**config.mk**
```make
export PLATFORM = sky130hd
export DESIGN_NAME = ppu_scroll_address_registers_unit
export DESIGN_NICKNAME = d
export VERILOG_FILES = /design/src/hw/rtl/psar_pkg.sv /design/src/hw/rtl/psar_in_stage.sv /design/src/hw/rtl/psar_core.sv /design/src/hw/rtl/psar_out_stage.sv /design/src/hw/rtl/ppu_scroll_address_registers_unit.sv
export SDC_FILE = /design/constraint.sdc
export NUM_CORES = 1
export LEC_CHECK = 0
export BUFFER_PORTS_ARGS = -buffer_cell sky130_fd_sc_hd__buf_2
export CORE_UTILIZATION = 62
export CTS_CLUSTER_SIZE = 10
export DETAILED_ROUTE_END_ITERATION = 10
export PLACE_DENSITY = 0.92
export SLEW_MARGIN = 30
export SYNTH_ARGS = -nofsm -noshare
export SYNTH_HDL_FRONTEND = slang
export SYNTH_HIERARCHICAL = 1
export SYNTH_SLANG_ARGS = --single-unit
```
**constraint.sdc**
```tcl
create_clock -name clk -period 11 [get_ports clk]
set_input_delay 2.2 -clock clk [delete_from_list [all_inputs] [get_ports clk]]
set_output_delay 2.2 -clock clk [all_outputs]
set_load 0.05 [all_outputs]
```
**src/hw/rtl/psar_pkg.sv**
```systemverilog
// Package for the picture-unit scroll and address register block.
// Holds the item types, opcode, register and configuration codes and mirroring modes.
// Depends on nothing; every module of the block imports it.
package psar_pkg;

  localparam int InDataW  = 16;
  localparam int OutDataW = 72;
  localparam int CfgIdxW  = 2;
  localparam int CfgDataW = 8;

  localparam logic OP_REG_WRITE = 1'b0;
  localparam logic OP_SCANLINE  = 1'b1;

  localparam logic [2:0] REG_CTRL     = 3'd0;
  localparam logic [2:0] REG_MASK     = 3'd1;
  localparam logic [2:0] REG_STATUS   = 3'd2;
  localparam logic [2:0] REG_OAM_ADDR = 3'd3;
  localparam logic [2:0] REG_OAM_DATA = 3'd4;
  localparam logic [2:0] REG_SCROLL   = 3'd5;
  localparam logic [2:0] REG_ADDR     = 3'd6;
  localparam logic [2:0] REG_DATA     = 3'd7;

  localparam logic [CfgIdxW-1:0] CFG_MIRROR_MODE = 2'd0;
  localparam logic [CfgIdxW-1:0] CFG_WRITE_LOCK  = 2'd1;

  localparam logic [2:0] MIRROR_HORIZONTAL  = 3'd0;
  localparam logic [2:0] MIRROR_VERTICAL    = 3'd1;
  localparam logic [2:0] MIRROR_SINGLE_LOW  = 3'd2;
  localparam logic [2:0] MIRROR_SINGLE_HIGH = 3'd3;

  localparam logic [15:0] ACCESS_RESET = 16'h2000;
  localparam logic [15:0] NT_FIRST     = 16'h2000;
  localparam logic [15:0] NT_LAST      = 16'h3EFF;
  localparam logic [15:0] PAL_ALIAS    = 16'h3F10;

  typedef struct packed {
    logic       opcode;
    logic [2:0] reg_index;
    logic [7:0] write_data;
    logic       first_line;
  } in_item_t;

  typedef struct packed {
    logic [7:0]  mask_byte;
    logic [7:0]  control_byte;
    logic [2:0]  fine_x;
    logic [14:0] scroll_addr;
    logic [7:0]  out_data;
    logic [7:0]  oam_addr;
    logic        oam_we;
    logic        pal_alias_we;
    logic [1:0]  nt_bank;
    logic        nt_we;
    logic [15:0] vram_addr;
    logic        vram_we;
  } out_item_t;

endpackage

```
**src/hw/rtl/psar_in_stage.sv**
```systemverilog
// Input register of the scroll and address register block.
// Holds one accepted transaction until the core consumes it; uses psar_pkg.
module psar_in_stage (
  input  logic              clk,
  input  logic              rst_n,
  input  logic              in_valid,
  output logic              in_ready,
  input  psar_pkg::in_item_t in_item,
  input  logic              advance,
  output logic              item_valid,
  output psar_pkg::in_item_t item
);
  import psar_pkg::*;

  logic     valid_r;
  logic     valid_nxt;
  in_item_t item_r;

  assign in_ready   = !valid_r || advance;
  assign valid_nxt  = in_valid ? 1'b1 : (valid_r && !advance);
  assign item_valid = valid_r;
  assign item       = item_r;

  always_ff @(posedge clk) begin
    if (!rst_n) begin
      valid_r <= 1'b0;
    end else if (in_ready) begin
      valid_r <= valid_nxt;
    end
  end

  always_ff @(posedge clk) begin
    if (in_valid && in_ready) begin
      item_r <= in_item;
    end
  end

endmodule

```
**src/hw/rtl/psar_core.sv**
```systemverilog
// Register file, scroll counters and configuration of the picture-unit block.
// Updates the state and forms one result per consumed transaction; uses psar_pkg.
module psar_core (
  input  logic                           clk,
  input  logic                           rst_n,
  input  logic                           cfg_valid,
  input  logic [psar_pkg::CfgIdxW-1:0]   cfg_index,
  input  logic [psar_pkg::CfgDataW-1:0]  cfg_data,
  input  logic                           fire,
  input  psar_pkg::in_item_t             item,
  output psar_pkg::out_item_t            result
);
  import psar_pkg::*;

  logic [2:0]  mirror_mode_r;
  logic        write_lock_r;
  logic [7:0]  ctrl_r, ctrl_nxt;
  logic [7:0]  mask_r, mask_nxt;
  logic [14:0] temp_r, temp_nxt;
  logic [14:0] cur_r, cur_nxt;
  logic [2:0]  fine_x_r, fine_x_nxt;
  logic        scroll_tog_r, scroll_tog_nxt;
  logic        addr_tog_r, addr_tog_nxt;
  logic [15:0] access_r, access_nxt;
  logic [7:0]  oam_ptr_r, oam_ptr_nxt;
  logic [14:0] reload;
  out_item_t   res;

  function automatic logic [14:0] step_y(input logic [14:0] v);
    logic [14:0] w;
    w = v;
    if (v[14:12] == 3'd7) begin
      w[14:12] = 3'd0;
      if (v[9:5] == 5'd29) begin
        w[11]  = ~v[11];
        w[9:5] = 5'd0;
      end else if (v[9:5] == 5'd31) begin
        w[9:5] = 5'd0;
      end else begin
        w[9:5] = v[9:5] + 5'd1;
      end
    end else begin
      w[14:12] = v[14:12] + 3'd1;
    end
    return w;
  endfunction

  function automatic logic [1:0] bank_of(input logic [2:0] mode, input logic [1:0] q);
    logic [1:0] b;
    case (mode)
      MIRROR_HORIZONTAL:  b = {1'b0, q[1]};
      MIRROR_VERTICAL:    b = {1'b0, q[0]};
      MIRROR_SINGLE_LOW:  b = 2'd0;
      MIRROR_SINGLE_HIGH: b = 2'd1;
      default:            b = q;
    endcase
    return b;
  endfunction

  assign reload = item.first_line ? temp_r : ((cur_r & 15'h7BE0) | (temp_r & 15'h041F));

  always_comb begin
    ctrl_nxt       = ctrl_r;
    mask_nxt       = mask_r;
    temp_nxt       = temp_r;
    cur_nxt        = cur_r;
    fine_x_nxt     = fine_x_r;
    scroll_tog_nxt = scroll_tog_r;
    addr_tog_nxt   = addr_tog_r;
    access_nxt     = access_r;
    oam_ptr_nxt    = oam_ptr_r;
    res            = '0;
    if (item.opcode == OP_SCANLINE) begin
      cur_nxt         = step_y(reload);
      res.scroll_addr = reload;
    end else begin
      case (item.reg_index)
        REG_CTRL: begin
          ctrl_nxt        = item.write_data;
          temp_nxt[11:10] = item.write_data[1:0];
        end
        REG_MASK: begin
          mask_nxt = item.write_data;
        end
        REG_OAM_ADDR: begin
          oam_ptr_nxt = item.write_data;
        end
        REG_OAM_DATA: begin
          res.oam_we   = 1'b1;
          res.oam_addr = oam_ptr_r;
          res.out_data = item.write_data;
          oam_ptr_nxt  = oam_ptr_r + 8'd1;
        end
        REG_SCROLL: begin
          if (!scroll_tog_r) begin
            temp_nxt[4:0]  = item.write_data[7:3];
            fine_x_nxt     = item.write_data[2:0];
            scroll_tog_nxt = 1'b1;
          end else begin
            temp_nxt[9:5]   = item.write_data[7:3];
            temp_nxt[14:12] = item.write_data[2:0];
            scroll_tog_nxt  = 1'b0;
          end
        end
        REG_ADDR: begin
          if (!addr_tog_r) begin
            temp_nxt     = {1'b0, item.write_data[5:0], temp_r[7:0]};
            addr_tog_nxt = 1'b1;
          end else begin
            temp_nxt     = {temp_r[14:8], item.write_data};
            cur_nxt      = temp_nxt;
            access_nxt   = {1'b0, temp_nxt};
            addr_tog_nxt = 1'b0;
          end
        end
        REG_DATA: begin
          if (!write_lock_r) begin
            res.vram_we   = 1'b1;
            res.vram_addr = access_r;
            res.out_data  = item.write_data;
            if (access_r >= NT_FIRST && access_r <= NT_LAST) begin
              res.nt_we   = 1'b1;
              res.nt_bank = bank_of(mirror_mode_r, access_r[11:10]);
            end
            res.pal_alias_we = (access_r == PAL_ALIAS);
            access_nxt = access_r + (ctrl_r[2] ? 16'h0020 : 16'h0001);
          end
        end
        default: begin
        end
      endcase
      res.scroll_addr = cur_nxt;
    end
    res.fine_x       = fine_x_nxt;
    res.control_byte = ctrl_nxt;
    res.mask_byte    = mask_nxt;
  end

  assign result = res;

  always_ff @(posedge clk) begin
    if (!rst_n) begin
      mirror_mode_r <= 3'd0;
      write_lock_r  <= 1'b0;
    end else if (cfg_valid) begin
      if (cfg_index == CFG_MIRROR_MODE) begin
        mirror_mode_r <= cfg_data[2:0];
      end else if (cfg_index == CFG_WRITE_LOCK) begin
        write_lock_r <= cfg_data[0];
      end
    end
  end

  always_ff @(posedge clk) begin
    if (!rst_n) begin
      ctrl_r       <= 8'd0;
      mask_r       <= 8'd0;
      temp_r       <= 15'd0;
      cur_r        <= 15'd0;
      fine_x_r     <= 3'd0;
      scroll_tog_r <= 1'b0;
      addr_tog_r   <= 1'b0;
      access_r     <= ACCESS_RESET;
      oam_ptr_r    <= 8'd0;
    end else if (fire) begin
      ctrl_r       <= ctrl_nxt;
      mask_r       <= mask_nxt;
      temp_r       <= temp_nxt;
      cur_r        <= cur_nxt;
      fine_x_r     <= fine_x_nxt;
      scroll_tog_r <= scroll_tog_nxt;
      addr_tog_r   <= addr_tog_nxt;
      access_r     <= access_nxt;
      oam_ptr_r    <= oam_ptr_nxt;
    end
  end

endmodule

```
**src/hw/rtl/psar_out_stage.sv**
```systemverilog
// Result register of the scroll and address register block.
// Holds one finished result until the downstream side takes it; uses psar_pkg.
module psar_out_stage (
  input  logic                clk,
  input  logic                rst_n,
  input  logic                load,
  input  psar_pkg::out_item_t result,
  output logic                advance,
  output logic                out_valid,
  input  logic                out_ready,
  output psar_pkg::out_item_t out_item
);
  import psar_pkg::*;

  logic      valid_r;
  logic      valid_nxt;
  out_item_t item_r;

  assign advance   = !valid_r || out_ready;
  assign valid_nxt = load ? 1'b1 : (valid_r && !out_ready);
  assign out_valid = valid_r;
  assign out_item  = item_r;

  always_ff @(posedge clk) begin
    if (!rst_n) begin
      valid_r <= 1'b0;
    end else begin
      valid_r <= valid_nxt;
    end
  end

  always_ff @(posedge clk) begin
    if (load) begin
      item_r <= result;
    end
  end

endmodule

```
**src/hw/rtl/ppu_scroll_address_registers_unit.sv**
```systemverilog
// Top level of the picture-unit register file and scroll counters.
// Instantiates psar_in_stage, psar_core and psar_out_stage; uses psar_pkg.
//
// Channel   Direction  Payload
// in_       slave      tuser: opcode; tdata: reg_index, write_data, first_line
// out_      master     tdata: one result per input transaction
// cfg_      slave      cfg_index selects mirror_mode (0) or vram_write_lock (1)
//
// One transaction per cycle is sustained while out_tready is held high; a result passes through
// the input register and the result register around the core logic before it is offered.
// Reset is synchronous; no clearing pass follows it.
// A stalled result register holds the input register, which then stalls in_tready.
// Configuration writes are taken in every cycle.
module ppu_scroll_address_registers_unit (
  input  logic                           clk,
  input  logic                           rst_n,
  input  logic                           in_tvalid,
  output logic                           in_tready,
  // [0] opcode
  input  logic [0:0]                     in_tuser,
  // [2:0] reg_index, [10:3] write_data, [11] first_line, [15:12] zero
  input  logic [psar_pkg::InDataW-1:0]   in_tdata,
  output logic                           out_tvalid,
  input  logic                           out_tready,
  // [0] vram_we, [16:1] vram_addr, [17] nt_we, [19:18] nt_bank, [20] pal_alias_we,
  // [21] oam_we, [29:22] oam_addr, [37:30] out_data, [52:38] scroll_addr,
  // [55:53] fine_x, [63:56] control_byte, [71:64] mask_byte
  output logic [psar_pkg::OutDataW-1:0]  out_tdata,
  input  logic                           cfg_valid,
  output logic                           cfg_ready,
  input  logic [psar_pkg::CfgIdxW-1:0]   cfg_index,
  input  logic [psar_pkg::CfgDataW-1:0]  cfg_data
);
  import psar_pkg::*;

  in_item_t  in_item;
  in_item_t  item;
  out_item_t result;
  out_item_t out_item;
  logic      item_valid;
  logic      advance;
  logic      fire;

  assign in_item.opcode     = in_tuser[0];
  assign in_item.reg_index  = in_tdata[2:0];
  assign in_item.write_data = in_tdata[10:3];
  assign in_item.first_line = in_tdata[11];

  assign fire      = item_valid && advance;
  assign cfg_ready = 1'b1;
  assign out_tdata = out_item;

  psar_in_stage u_in_stage (
    .clk        (clk),
    .rst_n      (rst_n),
    .in_valid   (in_tvalid),
    .in_ready   (in_tready),
    .in_item    (in_item),
    .advance    (advance),
    .item_valid (item_valid),
    .item       (item)
  );

  psar_core u_core (
    .clk       (clk),
    .rst_n     (rst_n),
    .cfg_valid (cfg_valid),
    .cfg_index (cfg_index),
    .cfg_data  (cfg_data),
    .fire      (fire),
    .item      (item),
    .result    (result)
  );

  psar_out_stage u_out_stage (
    .clk       (clk),
    .rst_n     (rst_n),
    .load      (fire),
    .result    (result),
    .advance   (advance),
    .out_valid (out_tvalid),
    .out_ready (out_tready),
    .out_item  (out_item)
  );

endmodule

```
== Word level (Yosys, flattened, before mapping) ==
Index checks and enable logic that the tools add are counted.
Storage, ports and cells
  register bits after elaboration: 166
  bits of input ports: 32
  output and inout bits: 75
  logic and storage cells: 136
Cells by class
  $add $sub $neg: 4
  magnitude comparators: 2
  equality and inequality tests: 19
  mux-type cells: 40
  bitwise logic cells: 7
  reduce and logical (&&, ||, !) cells: 32
Operators by type and width (number)
  2-to-1 mux 15 bit: 6
  2-to-1 mux 8 bit: 5
  2-to-1 mux 16 bit: 2
  one-hot mux 16 bit (2 select lines): 1
  one-hot mux 8 bit (2 select lines): 2
  2-to-1 mux 5 bit: 5
  one-hot mux 10 bit (2 select lines): 1
  AND reduction 5 bit: 4
  adder 16 x 6 -> 16 bit: 1
  equality test 16 x 14 -> 1 bit (second input constant): 1
  >= comparator 16 x 14 -> 1 bit (second input constant): 1
  <= comparator 16 x 14 -> 1 bit (second input constant): 1
  equality test 3 bit (second input constant): 5
  2-to-1 mux 3 bit: 5
  bitwise OR 15 x 11 -> 15 bit: 1
  AND reduction 3 bit: 4
  equality test 5 bit (second input constant): 2
  equality test 3 x 2 -> 1 bit (second input constant): 3
  2-to-1 mux 1 bit: 9
  adder 8 x 1 -> 8 bit (second input constant): 1
  one-hot mux 2 bit (4 select lines): 1
  nonzero test 2 bit: 4
  equality test 3 x 1 -> 1 bit (second input constant): 2
  zero test 3 bit: 2
  18 further kinds: 35

== Logic depth before layout (Yosys ltp) ==
Gate-level depths: netlist (run 1).
  depth after elaboration: 7
  gate-level depth with buffers: 9
  depth with buffers taken out: 8

== By module ==
Netlist (run 1), hierarchy kept.
By module, submodules not included
  psar_core: times used 1, cells an instance 636, area each 4989.8 um^2, sequential area each 1581.5 um^2
  psar_out_stage: times used 1, cells an instance 76, area each 2210.9 um^2, sequential area each 2182.1 um^2
  psar_in_stage: times used 1, cells an instance 18, area each 447.9 um^2, sequential area each 410.4 um^2
  ppu_scroll_address_registers_unit: times used 1, cells an instance 3, area each 17.5 um^2, sequential area each 0.0 um^2

== Worst setup path after synthesis (run 1) ==
No wires, ideal clock.
  kind: input-to-reg
  start point: input out_tready
  end point: register u_core.temp_r[4]
  library setup time: 91 ps
  data arrival time: 5238 ps
  data required time: 10909 ps
  slack: 5671 ps
  stages: 6
  path buffers: 0
  cell sequence: nand2b_4 and2_1 nand3b_1 a21oi_1 nor2_1 a311oi_1
Between the ends
  word-level cells in the longest chain between the ends: 3
RTL lines
  from (decl): RTL line ppu_scroll_address_registers_unit.sv:24  | input logic out_tready,
  logical OR 1 bit: RTL line psar_out_stage.sv:19  | assign advance = !valid_r || out_ready;
  logical AND 1 bit: RTL line ppu_scroll_address_registers_unit.sv:49  | assign fire = item_valid && advance;
  named net fire: RTL line ppu_scroll_address_registers_unit.sv:42  | logic fire;
  AND reduction 5 bit (no source line)
  to (signal assigned): RTL line psar_core.sv:168  | temp_r <= temp_nxt;
  to (decl): RTL line psar_core.sv:19  | logic [14:0] temp_r, temp_nxt;
The timed path passes the listed nets, and every way through them passes these cells.
A chain may end at the register's enable or synchronous reset.

== Final worst setup path (run 1) ==
  start point: input out_tready
  end point: output in_tready
Between the ends
  word-level cells in the longest chain between the ends: 2
RTL lines
  logical OR 1 bit: RTL line psar_out_stage.sv:19
  named net advance: RTL line ppu_scroll_address_registers_unit.sv:41  | logic advance;
  logical OR 1 bit: RTL line psar_in_stage.sv:19  | assign in_ready = !valid_r || advance;
  to (decl): RTL line ppu_scroll_address_registers_unit.sv:18  | output logic in_tready,
The timed path passes the listed nets, and every way through them passes these cells.

==> results.toml, run 1 <==
[route]
dr.pass1.iters = 6
route.detailed.wl_per_inst_microns = 18.08
viasPerCell = 6.323
drtIter0Drc = 722
drtAntennaViolNets = 0
vias = 6045
drt_wl_total_microns = 17290
drc = 0

[die]
dieArea_sq_um = 12810
die_h_microns = 113.2
rows = 40
io_pins = 107
core_area_sq_um = 12010
die_x_microns = 113.2
initial_core_util = 0.6382

[power_and_ir_drop]
vdd_ir_drop_max_uv = 120.9
pwr_density_cell_nw_per_um2 = 162.7
power_leakage_nw = 3.336

[clock_network]
root_buffer = "clkbuf_16"
cts.sinks = 166
cts_tree = "built"
cts_buffers = 17
cts_hold_buf = 0
clockBufferDepth = 2
htreeDepth = 4
clkLatencyLatePin_ns = 0.43
postCtsSetupBuffers = 0
cts_resized = 0
clk_pin_slew_ns = 0.06

[synthesis]
syn_area_per_cell_sq_um = 10.46
synth.top_cell.area_share = 0.3330
ys_seq_area_frac = 0.5445
synth_most_common_cell = "nor2_1"
yosys.cell_types.count = 69
synth_edf_count = 85
ys.warnings.count = 6
synth.largest_area_cell = "edfxtp_1"
synth_ff_type = "edfxtp_1"
async_flop_share = 0
synth_area_sq_um = 7666
syn-instance-count = 733
synth-seq-cells = 166
synth_common_cells = "89 x nor2_1, 85 x edfxtp_1, 81 x dfxtp_1"
synth_nets = 774
netlist_top_cells_area = "edfxtp_1 33%, dfxtp_1 21%, nor2_1 4.4%"

[worst_hold_path]
hp-class = "flip-flop to flip-flop"
hold_path.startpoint = "u_core/mask_r[2]$_SDFFE_PN0P_"
whs_path_depth = 2
holdPathEnd = "u_core/mask_r[2]$_SDFFE_PN0P_"

[critical_path]
cp_max_fo = 3
critical-path-max-stage-delay_ns = 0.21
startpoint_type = "primary input"
reg2regPathDepth = 5
slowest_stage = "buf_2"
worstPathCellList = "buf_2 -> nand2b_4 -> nand2b_4 -> buf_2"
worstSetupEndpointType = "output pin"
r2r-start = "u_in_stage/item[10]$_DFFE_PP_"
rrSetupSlack_ns = 8.06
crit_arrival_ns = 2.80
critPathKind = "primary input to output pin"
cp.required_ns = 8.80
r2r_end = "u_out_stage/out_item[20]$_DFFE_PP_"

[global_route]
grtUsageTotal = 0.2794
grt_max_degree = 60
antenna_found_initial = 0
grt_pass1_wl_microns = 27750
grt-ovfl-total = 0
grt_pass1_vias = 5673

[cells_and_area]
nFillCells = 801
drive_gt1_frac = 0.2077
nNetsFinal = 837
syn2layout_area_growth_pct = 13.19
n_antenna_cell = 0
finalInstanceArea_sq_um = 8677
fin_cells = 956

[sta]
slew_viol_final = 0
max_freq_mhz = 200.1
whs_ns = 0.4897
setup_viol = 0
tightest_slew_ns = 0.8613
min_period_ns = 4.999
grt_setup_unrepaired = "false"
maxSlewHeadroom = 0.4227
tns_ns = 0
hold_violations = 0
fin_crit_sh = 0.4544
finClkSkew_ns = 0.005985

[place]
gp_congestion = 0.8641
place_area_sq_um = 8095
placed_cells = 924
dpl.hpwl_microns = 10920
numPortBuffers = 96

[status]
status = "finished, final reports clean"

[job]
cap_violations = 0
==> metrics by stage <==
stage / worst slack [ns] / utilization / power [mW]
finish: 6.002 / 0.7224 / 1.412
global route: 5.989 / 0.7224 / 1.453
global placement: 6.018 / 0.6735 / 0.8281
detailed placement: 5.999 / 0.6740 / 0.8336
CTS: 5.999 / 0.7224 / 1.415
floorplan: 5.671 / - / 0.8027
==> flip-flops by register name (all words and copies together) (netlist names) <==
name / cells
u_out_stage/out_valid: 1
u_core/ctrl_r: 8
u_core/mirror_mode_r: 3
u_core/oam_ptr_r: 8
u_core/temp_r: 15
u_core/cur_r: 15
u_core/fine_x_r: 3
u_in_stage/item_valid: 1
u_core/scroll_tog_r: 1
u_in_stage/item: 13
u_core/access_r: 16
u_out_stage/out_item: 72
u_core/mask_r: 8
u_core/write_lock_r: 1
u_core/addr_tog_r: 1
==> power by group <==
group / switching [mW] / total (mW) / leakage (nW) / internal, mW
Combinational: 0.0926 / 0.129 / 1.58 / 0.0364
Sequential: 0.0202 / 0.694 / 1.47 / 0.674
Clock: 0.229 / 0.588 / 0.281 / 0.359
Total: 0.342 / 1.41 / 3.34 / 1.07
==> cell families (layout without fill, tap and decap cells) <==
family,after synthesis,after routing,synth area share
simple gates,266,266,0.1831
flops,166,166,0.5445
compound gates,159,159,0.1301
buf+inv,71,147,0.04243
mux,56,56,0.07899
fa+ha+maj,9,9,0.01469
xor+xnor,5,5,0.005712
other cells,1,1,0.0004892
==> worst max-delay path, delay by kind of cell <==
family	cells	cell delay [ns]
simple gates	2	0.29
buf+inv	2	0.31
==> per-layer routing <==
layer	track usage	up-vias	wire length (microns)
met5	0	-	0
met4	0.1404	0	525
met1	0.3578	2866	6976
met2	0.4470	349	8246
li1	-	2782	-
met3	0.06481	48	1539
==> layout make-up <==
| cell class | instances | area [sq um] | area share |
|---|---|---|---|
| Inverter | 16 | 60.06 | 0.006921 |
| Clock buffer | 21 | 450.4 | 0.05191 |
| Timing Repair Buffer | 99 | 503.0 | 0.05797 |
| Tap cell | 147 | 183.9 | 0.02120 |
| Sequential cell | 166 | 4174 | 0.4810 |
| Clock inverter | 11 | 131.4 | 0.01514 |
| Multi-Input combinational cell | 496 | 3174 | 0.3658 |
==> layout by cell type, fill, tap and decap left out, types with 3 or more instances in the layout <==
cell type  count
o211ai_1       4
xnor2_1        5
and3_1         7
clkinv_1       5
o31ai_1        5
mux2_2        24
a311oi_1       6
buf_4          3
inv_1         14
nor2b_1       11
and2_1        31
edfxtp_1      85
nor3b_1        4
clkbuf_16     17
nand3b_1       7
o21ai_1        3
a31oi_1        9
a22oi_1       16
nand4_1        8
mux2i_1       29
a21oi_1       37
dfxtp_1       81
nor4_1         3
a21o_1         3
o22ai_1        4
a211oi_1      12
nand3_1       19
nor3_1        19
bufinv_16      3
nor2_1        89
buf_2         96
mux2_4         3
nand2b_1       3
clkbuf_1       3
nand2_1       41
ha_1           9
o21ai_0       45
==> worst max path at each step <==
stage / start / end / slack [ns]
2_1_floorplan: out_tready / u_core/temp_r[4]$_SDFFE_PN0P_ / 5.67
3_3_place_gp: out_tready / in_tready / 6.02
3_5_place_dp: out_tready / in_tready / 6.00
4_1_cts: out_tready / in_tready / 6.00
5_1_grt: out_tready / in_tready / 5.99
6_report: out_tready / in_tready / 6.00
Note: power is estimated with default switching activity, not from simulation.
==> run 2: changes to the inputs <==
- CORE_UTILIZATION: 62 -> 57
- PLACE_DENSITY: 0.92 -> 0.86
- clock period: 11 -> 4.7 ns (I/O delays scaled with it)
==> run 2 against run 1 <==
  * Clock skew increased by 0.0018 ns
  * Clock power increased by 140%
  * Largest cell class unchanged
  * Utilization decreased by 6.0 points
  * Sequential power increased by 130%
  * Register-to-register slack got worse by 6.3 ns
  * Die area increased by 8.6%
  * Sequential cell count unchanged
  * Cell count increased by 3.1%
==> results.toml, run 2 (synthesis results as in run 1) <==
[cells_and_area]
seq_area_sq_um = 4174
layout_common_cells = "96 x buf_2, 89 x nor2_1, 85 x edfxtp_1"
nFillCells = 1003
drive_gt1_frac = 0.2074
final_common_cell = "buf_2"
fin_cells = 986
multi_input_area_sq_um = 3174
nNetsFinal = 838
syn2layout_area_growth_pct = 13.97
n_antenna_cell = 0
largest_register_ffs = 72
finalInstanceArea_sq_um = 8737

[route]
vias = 5867
dr.pass1.iters = 5
m1WireLength_microns = 7327
top_layer_used = "met4"
drtAntennaViolNets = 0
drt_wl_total_microns = 16840
viasPerCell = 5.950
drtIter0Drc = 587
drc = 0
route.detailed.wl_per_inst_microns = 17.08
dr_wl_met2_microns = 7955
met3_length_microns = 1150

[power_and_ir_drop]
vdd_ir_drop_max_uv = 262.5
power_leakage_nw = 3.349
switchingPower_mw = 0.8028
combinationalPowerShare = 0.090
switching_share = 0.2395
p_int_mw = 2.548
power_frac_clock = 0.425
pwr_density_cell_nw_per_um2 = 383.6
power_frac_seq = 0.485

[global_route]
grt_max_degree = 65
antenna_found_initial = 0
grt_pass1_wl_microns = 27080
grtUsageTotal = 0.2500
grt_pass1_vias = 5435
grt-ovfl-total = 0

[critical_path]
cp_max_fo = 27
crit_arrival_ns = 3.19
critical_path.top_delay_family = "simple AND/OR/NAND/NOR gates"
reg2regPathDepth = 5
path_depth = 5
startpoint_type = "flip-flop"
cp.required_ns = 4.93
worstSetupEndpointType = "flip-flop"
critPathKind = "flip-flop to flip-flop"
worstPathCellList = "nand3_2 -> nor3_2 -> and2_1 -> nand4_1 -> nor4_1"
slowest_stage = "nor3_2"
path_buf_inv = 0
critical-path-max-stage-delay_ns = 0.84

[die]
die_x_microns = 118.0
initial_core_util = 0.5812
die_h_microns = 118.0
core_area_sq_um = 13190
io_pins = 107
rows = 42
dieArea_sq_um = 13920

[place]
gp_congestion = 0.8575
place_area_sq_um = 8139
numPortBuffers = 96
placed_cells = 954
dpl.hpwl_microns = 10590

[clock_network]
htreeDepth = 4
clkLatencyLatePin_ns = 0.43
clk_pin_slew_ns = 0.06
postCtsSetupBuffers = 0
cts_hold_buf = 0
cts_tree = "built"
root_buffer = "clkbuf_16"
clockBufferDepth = 2
cts.sinks = 166
cts_buffers = 17
cts_resized = 0

[sta]
fin_crit_sh = 0.6284
grt_setup_unrepaired = "false"
hold_violations = 0
max_freq_mhz = 338.6
min_period_ns = 2.953
slew_viol_final = 0
tns_ns = 0
maxSlewHeadroom = 0.4169
finClkSkew_ns = 0.007788
tightest_slew_ns = 0.8699
setup_viol = 0
whs_ns = 0.4846

[job]
cap_violations = 0

[status]
status = "finished, final reports clean"

[worst_hold_path]
hp-class = "flip-flop to flip-flop"
whs_path_depth = 2
==> run 2: path summary, 6_finish.rpt <==
kind	from	slack, ns	to
hold reg to reg	u_core/ctrl_r[1]$_SDFFE_PN0P_	0.48	u_core/ctrl_r[1]$_SDFFE_PN0P_
setup reg to reg	u_in_stage/item[10]$_DFFE_PP_	1.75	u_out_stage/out_item[20]$_DFFE_PP_
setup / recovery	u_in_stage/item[10]$_DFFE_PP_	1.75	u_out_stage/out_item[20]$_DFFE_PP_
hold / removal	u_core/ctrl_r[1]$_SDFFE_PN0P_	0.48	u_core/ctrl_r[1]$_SDFFE_PN0P_
==> run 2: metrics by stage <==
stage / util / setup WS (ns) / power [mW]
after CTS: 0.6624 / 1.790 / 3.364
after detailed placement: 0.6171 / 1.569 / 1.951
after global routing: 0.6624 / 1.473 / 3.446
final: 0.6624 / 1.747 / 3.351
after floorplan: - / 0.6313 / 1.879
after global placement: 0.6167 / 1.692 / 1.944
==> run 2: worst min-delay path, cell delays in order, from the launching register on <==
cell and delay (ns):
dfxtp_1 0.31, nor2_1 0.08, nor3_1 0.05
==> run 2: layout make-up <==
| class | instances | area share |
|---|---|---|
| sequential | 166 | 0.4777 |
| multi-input combinational | 496 | 0.3633 |
| inverter | 16 | 0.006874 |
| clock inverter | 10 | 0.01761 |
| tap | 176 | 0.02520 |
| clock buffer | 22 | 0.05084 |
| timing repair buffer | 100 | 0.05843 |
==> run 2: power groups by stage <==
stage	logic, mW	registers [mW]	clock network, mW
floorplan	0.152	1.73	0
global placement	0.293	1.65	0
detailed placement	0.298	1.65	0
CTS	0.301	1.62	1.44
global route	0.322	1.63	1.49
finish	0.301	1.62	1.43
==> run 2: per-layer routing <==
metal | GRT usage | vias to the layer above
li1 | - | 2792
met1 | 0.3296 | 2773
met2 | 0.3904 | 264
met3 | 0.05475 | 38
met4 | 0.1226 | 0
met5 | 0 | -
